File: config.mk
export PLATFORM = sky130hd
export DESIGN_NAME = first_fit_heap_allocator
export DESIGN_NICKNAME = d
export VERILOG_FILES = /design/src/design/ffha_pkg.sv /design/src/design/ffha_ram.sv /design/src/design/first_fit_heap_allocator.sv
export SDC_FILE = /design/constraint.sdc
export NUM_CORES = 2
export LEC_CHECK = 0
export ABC_AREA = 0
export BUFFER_PORTS_ARGS = -buffer_cell sky130_fd_sc_hd__buf_2
export CAP_MARGIN = 40
export CELL_PAD_IN_SITES_DETAIL_PLACEMENT = 0
export CELL_PAD_IN_SITES_GLOBAL_PLACEMENT = 1
export CORE_MARGIN = 1
export CORE_UTILIZATION = 53
export CTS_CLUSTER_SIZE = 24
export DETAILED_ROUTE_END_ITERATION = 7
export PLACE_DENSITY = 0.8
export SLEW_MARGIN = 15
export SYNTH_ARGS = -nofsm -noshare
export SYNTH_HDL_FRONTEND = slang
export SYNTH_SLANG_ARGS = --single-unit
File: constraint.sdc
create_clock -name clk -period 6.63 [get_ports clk]
set_clock_uncertainty 0.15 [all_clocks]
set_input_delay 0.663 -clock clk [delete_from_list [all_inputs] [get_ports clk]]
set_output_delay 0.663 -clock clk [all_outputs]
set_load 0.03 [all_outputs]
File: src/design/ffha_pkg.sv
// shared constants and types for the first-fit heap allocator
package ffha_pkg;
  localparam int ARENA_BYTES_D  = 16384;
  localparam int HEADER_BYTES_D = 24;
  localparam int MAX_SEGMENTS_D = 64;

  typedef enum logic [2:0] {
    ST_EXACT   = 3'd0,
    ST_SPLIT   = 3'd1,
    ST_NOMEM   = 3'd2,
    ST_FREED   = 3'd3,
    ST_INVALID = 3'd4
  } status_t;

  typedef enum logic [1:0] {
    ACT_ALLOC = 2'd0,
    ACT_FREE  = 2'd1
  } action_t;
endpackage

File: src/design/ffha_ram.sv
// generic single-port-write, single-read ram with registered read
module ffha_ram #(
  parameter int WIDTH = 8,
  parameter int DEPTH = 16
) (
  input  logic                     clk,
  input  logic                     wr_en,
  input  logic [$clog2(DEPTH)-1:0] wr_addr,
  input  logic [WIDTH-1:0]         wr_data,
  input  logic [$clog2(DEPTH)-1:0] rd_addr,
  output logic [WIDTH-1:0]         rd_data
);
  logic [WIDTH-1:0] mem [DEPTH];

  // write port and registered read
  always_ff @(posedge clk) begin
    if (wr_en) begin
      mem[wr_addr] <= wr_data;
    end
    rd_data <= mem[rd_addr];
  end
endmodule

File: src/design/first_fit_heap_allocator.sv
// first-fit heap allocator: segment table in ram, a shared adder under a sequencer
//
//  channel | ports                                   | dir
//  in      | in_valid in_stall in_action             | in
//          | in_byte_count in_address                |
//  out     | out_valid out_stall out_status          | out
//          | out_payload_offset                      |
//
// an allocate request walks the table entry by entry until a fit; a split then shifts the
// tail up one entry at a time and writes the two halves of the split segment.
// a free request walks to the matching entry, then compacts the whole table, merging
// neighbouring free segments. reset restores the one free segment at once.
// in_stall is high while a request is in work or its result waits untaken.
module first_fit_heap_allocator #(
  parameter int ARENA_BYTES  = ffha_pkg::ARENA_BYTES_D,
  parameter int HEADER_BYTES = ffha_pkg::HEADER_BYTES_D,
  parameter int MAX_SEGMENTS = ffha_pkg::MAX_SEGMENTS_D
) (
  input  logic        clk,
  input  logic        rst_n,
  input  logic        in_valid,
  output logic        in_stall,
  input  logic        in_action,
  input  logic [13:0] in_byte_count,
  input  logic [14:0] in_address,
  output logic        out_valid,
  input  logic        out_stall,
  output logic [2:0]  out_status,
  output logic [13:0] out_payload_offset
);
  import ffha_pkg::*;

  localparam int AW = $clog2(MAX_SEGMENTS);
  localparam int CW = $clog2(MAX_SEGMENTS + 1);
  localparam int SW = 14 > $clog2(ARENA_BYTES) ? 14 : $clog2(ARENA_BYTES);
  localparam int DW = SW + 1;
  // wide enough for running header offsets and request-plus-header sums
  localparam int OW = SW + 2;

  typedef enum logic [11:0] {
    S_IDLE     = 12'b000000000001,
    S_RD       = 12'b000000000010,
    S_CHK      = 12'b000000000100,
    S_SHRD     = 12'b000000001000,
    S_SHWR     = 12'b000000010000,
    S_SPLIT    = 12'b000000100000,
    S_SPLIT_LO = 12'b000001000000,
    S_CRD      = 12'b000010000000,
    S_CHEAD    = 12'b000100000000,
    S_CSTEP    = 12'b001000000000,
    S_CFLUSH   = 12'b010000000000,
    S_OUT      = 12'b100000000000
  } state_t;

  state_t          state_r, state_nxt;
  logic [CW-1:0]   count_r, count_nxt;
  logic [CW-1:0]   idx_r, idx_nxt;
  logic [CW-1:0]   wi_r, wi_nxt;
  logic [OW-1:0]   hdr_r, hdr_nxt;
  logic            act_r, act_nxt;
  logic [13:0]     req_r, req_nxt;
  logic [14:0]     addr_r, addr_nxt;
  logic [SW-1:0]   sz_r, sz_nxt;
  logic [SW-1:0]   wsz_r, wsz_nxt;
  logic            wfree_r, wfree_nxt;
  logic [AW-1:0]   tgt_r, tgt_nxt;
  logic [2:0]      st_r, st_nxt;
  logic [13:0]     off_r, off_nxt;
  logic            e0_r, e0_nxt;    // entry 0 still holds its reset value
  logic            rd0_r;

  logic            wr_en;
  logic [AW-1:0]   wr_addr, rd_addr;
  logic [DW-1:0]   wr_data, rd_raw, rd_data;
  logic [SW-1:0]   rd_sz;
  logic            rd_fr;
  logic [OW-1:0]   add_a;
  logic [OW-1:0]   sum;

  ffha_ram #(.WIDTH(DW), .DEPTH(MAX_SEGMENTS)) u_ram (
    .clk(clk), .wr_en(wr_en), .wr_addr(wr_addr), .wr_data(wr_data),
    .rd_addr(rd_addr), .rd_data(rd_raw)
  );

  // entry 0 reads as the reset segment until first written
  always_ff @(posedge clk) rd0_r <= (rd_addr == '0) && e0_r;
  assign rd_data = rd0_r ? {1'b1, SW'(ARENA_BYTES - HEADER_BYTES)} : rd_raw;
  assign rd_fr = rd_data[DW-1];
  assign rd_sz = rd_data[SW-1:0];

  // shared adder: running offset or merge head, plus header plus segment size
  assign add_a = (state_r == S_CSTEP) ? OW'(wsz_r) : hdr_r;
  assign sum   = add_a + OW'(HEADER_BYTES) + OW'(rd_sz);

  assign in_stall  = (state_r != S_IDLE);
  assign out_valid = (state_r == S_OUT);
  assign out_status = st_r;
  assign out_payload_offset = off_r;

  // sequencer
  always_comb begin
    logic [OW-1:0] need;
    state_nxt = state_r; count_nxt = count_r; idx_nxt = idx_r; wi_nxt = wi_r;
    hdr_nxt = hdr_r; act_nxt = act_r; req_nxt = req_r; addr_nxt = addr_r;
    sz_nxt = sz_r; wsz_nxt = wsz_r; wfree_nxt = wfree_r; tgt_nxt = tgt_r;
    st_nxt = st_r; off_nxt = off_r; e0_nxt = e0_r;
    wr_en = 1'b0; wr_addr = '0; wr_data = '0; rd_addr = idx_r[AW-1:0];
    need = OW'(req_r) + OW'(HEADER_BYTES);
    case (state_r)
      S_IDLE: begin
        if (in_valid) begin
          act_nxt = in_action; req_nxt = in_byte_count; addr_nxt = in_address;
          idx_nxt = '0; hdr_nxt = '0; off_nxt = '0;
          rd_addr = '0;
          state_nxt = S_RD;
        end
      end
      S_RD: begin
        // end of table, else read entry idx
        if (idx_r >= count_r) begin
          st_nxt = (act_r == ACT_ALLOC[0]) ? ST_NOMEM : ST_INVALID;
          state_nxt = S_OUT;
        end else begin
          state_nxt = S_CHK;
        end
      end
      S_CHK: begin
        if (act_r == ACT_ALLOC[0]) begin
          if (rd_fr && (OW'(rd_sz) == OW'(req_r))) begin
            wr_en = 1'b1; wr_addr = idx_r[AW-1:0]; wr_data = {1'b0, rd_sz};
            if (idx_r == '0) e0_nxt = 1'b0;
            st_nxt = ST_EXACT;
            off_nxt = 14'(hdr_r + OW'(HEADER_BYTES));
            state_nxt = S_OUT;
          end else if (rd_fr && (OW'(rd_sz) > need) && (count_r < CW'(MAX_SEGMENTS))) begin
            sz_nxt = rd_sz; tgt_nxt = idx_r[AW-1:0];
            off_nxt = 14'(hdr_r + OW'(HEADER_BYTES));
            idx_nxt = count_r;
            state_nxt = S_SHRD;
          end else begin
            hdr_nxt = sum; idx_nxt = idx_r + CW'(1);
            state_nxt = S_RD;
          end
        end else begin
          if (hdr_r + OW'(HEADER_BYTES) == OW'(addr_r)) begin
            wr_en = 1'b1; wr_addr = idx_r[AW-1:0]; wr_data = {1'b1, rd_sz};
            if (idx_r == '0) e0_nxt = 1'b0;
            state_nxt = S_CRD;
          end else begin
            hdr_nxt = sum; idx_nxt = idx_r + CW'(1);
            state_nxt = S_RD;
          end
        end
      end
      S_SHRD: begin
        // move entry idx-1 up to idx, from the top down to tgt+1
        if (idx_r == CW'(tgt_r) + CW'(1)) begin
          state_nxt = S_SPLIT;
        end else begin
          rd_addr = AW'(idx_r - CW'(1));
          state_nxt = S_SHWR;
        end
      end
      S_SHWR: begin
        wr_en = 1'b1; wr_addr = idx_r[AW-1:0]; wr_data = rd_data;
        idx_nxt = idx_r - CW'(1);
        state_nxt = S_SHRD;
      end
      S_SPLIT: begin
        // remainder becomes a free segment after the target
        wr_en = 1'b1; wr_addr = AW'(CW'(tgt_r) + CW'(1));
        wr_data = {1'b1, SW'(OW'(sz_r) - need)};
        state_nxt = S_SPLIT_LO;
      end
      S_SPLIT_LO: begin
        // allocated part keeps the target slot
        wr_en = 1'b1; wr_addr = tgt_r; wr_data = {1'b0, SW'(req_r)};
        if (tgt_r == '0) e0_nxt = 1'b0;
        count_nxt = count_r + CW'(1);
        st_nxt = ST_SPLIT;
        state_nxt = S_OUT;
      end
      S_CRD: begin
        // read entry 0 as the first merge head
        rd_addr = '0;
        state_nxt = S_CHEAD;
      end
      S_CHEAD: begin
        wsz_nxt = rd_sz; wfree_nxt = rd_fr; wi_nxt = '0;
        if (count_r == CW'(1)) begin
          state_nxt = S_CFLUSH;
        end else begin
          idx_nxt = CW'(1);
          rd_addr = AW'(1);
          state_nxt = S_CSTEP;
        end
      end
      S_CSTEP: begin
        // rd_data is entry idx; merge into the head or write the head back
        if (wfree_r && rd_fr) begin
          wsz_nxt = SW'(sum);
        end else begin
          wr_en = 1'b1; wr_addr = wi_r[AW-1:0]; wr_data = {wfree_r, wsz_r};
          if (wi_r == '0) e0_nxt = 1'b0;
          wi_nxt = wi_r + CW'(1);
          wsz_nxt = rd_sz; wfree_nxt = rd_fr;
        end
        if (idx_r + CW'(1) >= count_r) begin
          state_nxt = S_CFLUSH;
        end else begin
          idx_nxt = idx_r + CW'(1);
          rd_addr = AW'(idx_r + CW'(1));
        end
      end
      S_CFLUSH: begin
        // write the last merge head and shrink the table
        wr_en = 1'b1; wr_addr = wi_r[AW-1:0]; wr_data = {wfree_r, wsz_r};
        if (wi_r == '0) e0_nxt = 1'b0;
        count_nxt = wi_r + CW'(1);
        st_nxt = ST_FREED;
        state_nxt = S_OUT;
      end
      S_OUT: begin
        if (!out_stall) begin
          state_nxt = S_IDLE;
        end
      end
      default: state_nxt = S_IDLE;
    endcase
  end

  always_ff @(posedge clk) begin
    if (!rst_n) begin
      state_r <= S_IDLE; count_r <= CW'(1); e0_r <= 1'b1;
    end else begin
      state_r <= state_nxt; count_r <= count_nxt; e0_r <= e0_nxt;
    end
    idx_r <= idx_nxt; wi_r <= wi_nxt; hdr_r <= hdr_nxt; act_r <= act_nxt;
    req_r <= req_nxt; addr_r <= addr_nxt; sz_r <= sz_nxt; wsz_r <= wsz_nxt;
    wfree_r <= wfree_nxt; tgt_r <= tgt_nxt; st_r <= st_nxt; off_r <= off_nxt;
  end
endmodule

==> qor.txt <==
WL/cell: 25.60 um
Hold Crit Class: primary input to register
CP max stage cell: dfxtp_1
max_cap viols: 0
Yosys top cell area share: 0.6774
clk root buf: clkbuf_16
initial antenna violation count: 3
Net Sw Power: 7.159 mW
Die W: 301.4 um
Initial Util: 0.5361
post-place setup slack: 0.8738 ns
Yosys cell types: 87
Post-Layout Cell Count: 5055
worst hold slack: 0.02626 ns
hold endpoint: addr_r[5]$_DFFE_PP_
Post-synth EDFFs: 1072
Final Max Slew Viols: 0
drt total wl: 129400 um
vias in the first global route: 29560
failing checks: DRC
crit-path max cell delay: 0.66 ns
transition time of the tightest slew-check pin: 1.050 ns
syn avg cell area: 13.06 um^2
worst-path cell chain: nand2b_1 > inv_1 > ha_1 > nand2_1 > a2111oi_0 > nor4b_1 > and4b_1 > a41oi_1 > nor2_1 > nor2_1 > buf_4 > o21ai_0 > nand2_1 > nor2_1 > buf_4
diode count: 0
Req. time, crit path: 6.88 ns
Post-Syn Area: 47520 um^2
met2 usage: 0.4465
most used flip-flop cell after synthesis: edfxtp_1
GR met1 Demand/Resource: 0.3991
CP most frequent cell: nor2_1
final setup fails: 0
Hold Buf Count CTS: 27
core footprint: 88650 um^2
Flop pwr share: 0.391
fillcell total: 6851
H-tree levels: 3
Reg2Reg Launch Point: rd0_r$_DFF_P_
clock sinks: 1108
flop-to-flop setup slack: 0.71 ns
Startpoint Class: register
Top Ports: 53
Cells after DPL: 4817
Die Height: 301.4 um
Skew-Pair Late Insertion Delay: 0.72 ns
Worst VDD drop: 0.2798 mV
kind of critical path: register to register
clock slew at reported path FFs: 0.06 ns
GRT Total Usage: 0.2859
GPL Wtd Cong: 0.9102
worst path bufs/invs: 3
largest net degree at the start of global routing: 110
Period minus WS final: 5.923 ns
final net count: 3906
Static Leak: 20.07 nW
HP Start: in_address[5]
Hold Path Cell Cnt: 1
CTS buffer count: 112
top cells by area, synth: edfxtp_1 (68%), nand2_1 (5.7%), nand3_1 (2.7%), mux2i_1 (2.7%), ha_1 (2.0%)
Slew Limit Headroom: 0.2997
synthesis-stage register bit count: 1108
Final Cycle Share: 0.8933
layout cell share with drive strength beyond 1: 0.1085
post-DP HPWL: 80240 um
row cnt: 109
Power Density: 382.5 nW/um^2
final setup margin: 0.7071 ns
Hold Vio Cnt, Final: 0
Int Power: 13.43 mW
drt via density: 6.107
CP endpoint kind: register
first drt pass iteration count: 8
Setup TNS Final: 0 ns
P&R area growth vs syn: 13.28%
Clk network pwr share: 0.308
fmax: 0.1688 GHz
PortBufs: 52
first-pass GRT wire length: 191200 um
register area share after synthesis: 0.6926
run status: finished, violations left
TritonCTS clock tree: yes
post-route ant nets: 0
delay-heaviest family, CP: simple AND/OR/NAND/NOR gates
DRC viols: 10
syn_nets: 3752
Top Usage Layer GRT: met2
number of DRC markers in iteration 0: 3408
part of the power in combinational logic: 0.301
Via Count: 30870
grt met3 use: 0.05036
async set or reset register ratio after synthesis: 0
crit path DAT: 6.18 ns
cell taking the most area after synthesis: edfxtp_1
RSZ-0062 raised after global routing: false
Sw Share: 0.3477
CTS max path bufs: 3
Setup Buffers After CTS: 0
number of cells on the worst reg-to-reg path: 15
PostCTS Resize Cnt: 0
Yosys warning total: 0
die area: 90870 um^2
Worst Path Max Fanout: 19
Critical R2R Capture: u_ram.mem[53][4]$_DFFE_PP_
total gr overflow: 0
synthesized instance count: 3639
[cell families (layout without fill, tap and decap cells)]
| logic type | count (synthesis) | in the layout | share of synthesized area |
|---|---|---|---|
| xor+xnor | 85 | 85 | 0.01598 |
| mux | 128 | 128 | 0.02699 |
| flops | 1108 | 1108 | 0.6926 |
| simple gates | 1453 | 1453 | 0.1395 |
| fa+ha+maj | 81 | 81 | 0.02154 |
| buf+inv | 263 | 514 | 0.02470 |
| compound gates | 521 | 521 | 0.07872 |
[state kept, by name, summed over array words and instances, names as in the netlist, 7 cells and up]
name and flops:
addr_r 15, count_r 7, hdr_r 16, idx_r 7
out_payload_offset 14, req_r 14, state_r 12, sz_r 14
u_ram.mem 960, u_ram.rd_data 15, wi_r 7, wsz_r 14
[layout make-up]
class / instances / area, um^2 / area share
Sequential cell: 1108 / 32910 / 0.6114
Tap cell: 1165 / 1458 / 0.02708
Multi-Input combinational cell: 2268 / 13600 / 0.2526
Clock inverter: 70 / 716.9 / 0.01332
Timing Repair Buffer: 246 / 1939 / 0.03603
Clock buffer: 141 / 2995 / 0.05564
Inverter: 57 / 214.0 / 0.003975
[worst reg2reg max path, cell delays in order, from the launching register on]
cell and delay [ns]:
dfxtp_1 0.66, nand2b_1 0.32, inv_1 0.14, ha_1 0.31
nand2_1 0.10, a2111oi_0 0.30, nor4b_1 0.49, and4b_1 0.34
a41oi_1 0.11, nor2_1 0.23, nor2_1 0.06, buf_4 0.24
o21ai_0 0.56, nand2_1 0.66, nor2_1 0.63, buf_4 0.32
[power by group through the flow]
stage / Sequential, mW / Clock, mW / Combinational [mW]
final: 8.04 / 6.35 / 6.20
after global routing: 8.06 / 6.65 / 6.64
after CTS: 8.04 / 6.39 / 6.15
after detailed placement: 8.18 / 0 / 6.11
after global placement: 8.18 / 0 / 6.07
after floorplan: 8.10 / 0 / 3.99
[how the worst max path moves through the flow]
stage          cells after the start                    endpoint  slack (ns)           from
3_5_place_dp                      15  u_ram.mem[53][8]$_DFFE_PP_        0.87  rd0_r$_DFF_P_
4_1_cts                           15  u_ram.mem[61][4]$_DFFE_PP_        0.86  rd0_r$_DFF_P_
5_1_grt                           15  u_ram.mem[53][4]$_DFFE_PP_        0.32  rd0_r$_DFF_P_
6_report                          15  u_ram.mem[53][4]$_DFFE_PP_        0.71  rd0_r$_DFF_P_
2_1_floorplan                     13   u_ram.mem[0][0]$_DFFE_PP_        0.82  rd0_r$_DFF_P_
3_3_place_gp                      15  u_ram.mem[53][8]$_DFFE_PP_        0.79  rd0_r$_DFF_P_
[per-stage QoR]
step	power (mW)	utilization	instance area, um^2
after CTS	20.58	0.6073	53830
final	20.59	0.6073	53830
after floorplan	12.09	-	47520
after global placement	14.26	0.5613	49750
after global routing	21.35	0.6073	53830
after detailed placement	14.29	0.5623	49850
[cell usage after synthesis (15+ instances only)]
cell type and instances:
a21o_1 24, inv_1 56, a21oi_1 77, ha_1 77
a31oi_1 84, o21a_1 15, mux2i_1 127, a222oi_1 15
a211oi_1 93, and3_1 27, a221oi_1 18, nor2_1 175
dfxtp_1 36, buf_4 15, nand2_1 718, xnor2_1 44
and2_1 28, a221o_1 18, nand2b_1 22, a32oi_1 31
xor2_1 40, nor3_1 18, a22oi_1 21, nand3_1 261
nor2b_1 70, clkbuf_1 105, o21ai_0 57, buf_2 67
edfxtp_1 1072, nand4_1 70
[cells in the final DEF (no fill, tap or decap), types with 15 or more instances in the layout]
cell type / synthesis / final
a211oi_1: 93 / 93
a21o_1: 24 / 23
a21oi_1: 77 / 76
a221o_1: 18 / 18
a221oi_1: 18 / 18
a222oi_1: 15 / 15
a22oi_1: 21 / 21
a31oi_1: 84 / 84
a32oi_1: 31 / 31
and2_1: 28 / 27
and3_1: 27 / 27
buf_2: 67 / 54
buf_4: 15 / 151
clkbuf_1: 105 / 24
clkbuf_16: 0 / 115
clkinv_1: 1 / 34
clkinv_2: 0 / 16
dfxtp_1: 36 / 36
dlygate4sd3_1: 0 / 27
edfxtp_1: 1072 / 1072
ha_1: 77 / 77
inv_1: 56 / 56
mux2i_1: 127 / 127
nand2_1: 718 / 715
nand2b_1: 22 / 22
nand3_1: 261 / 261
nand4_1: 70 / 70
nor2_1: 175 / 173
nor2b_1: 70 / 70
nor3_1: 18 / 18
o21ai_0: 57 / 50
xnor2_1: 44 / 44
xor2_1: 40 / 40
[per-layer routing]
layer,up-vias,wire (um)
met5,-,13
met3,264,10900
li1,13960,-
met4,2,5284
met1,15240,53510
met2,1405,59680
No activity file was read; power rests on OpenSTA's default activity.
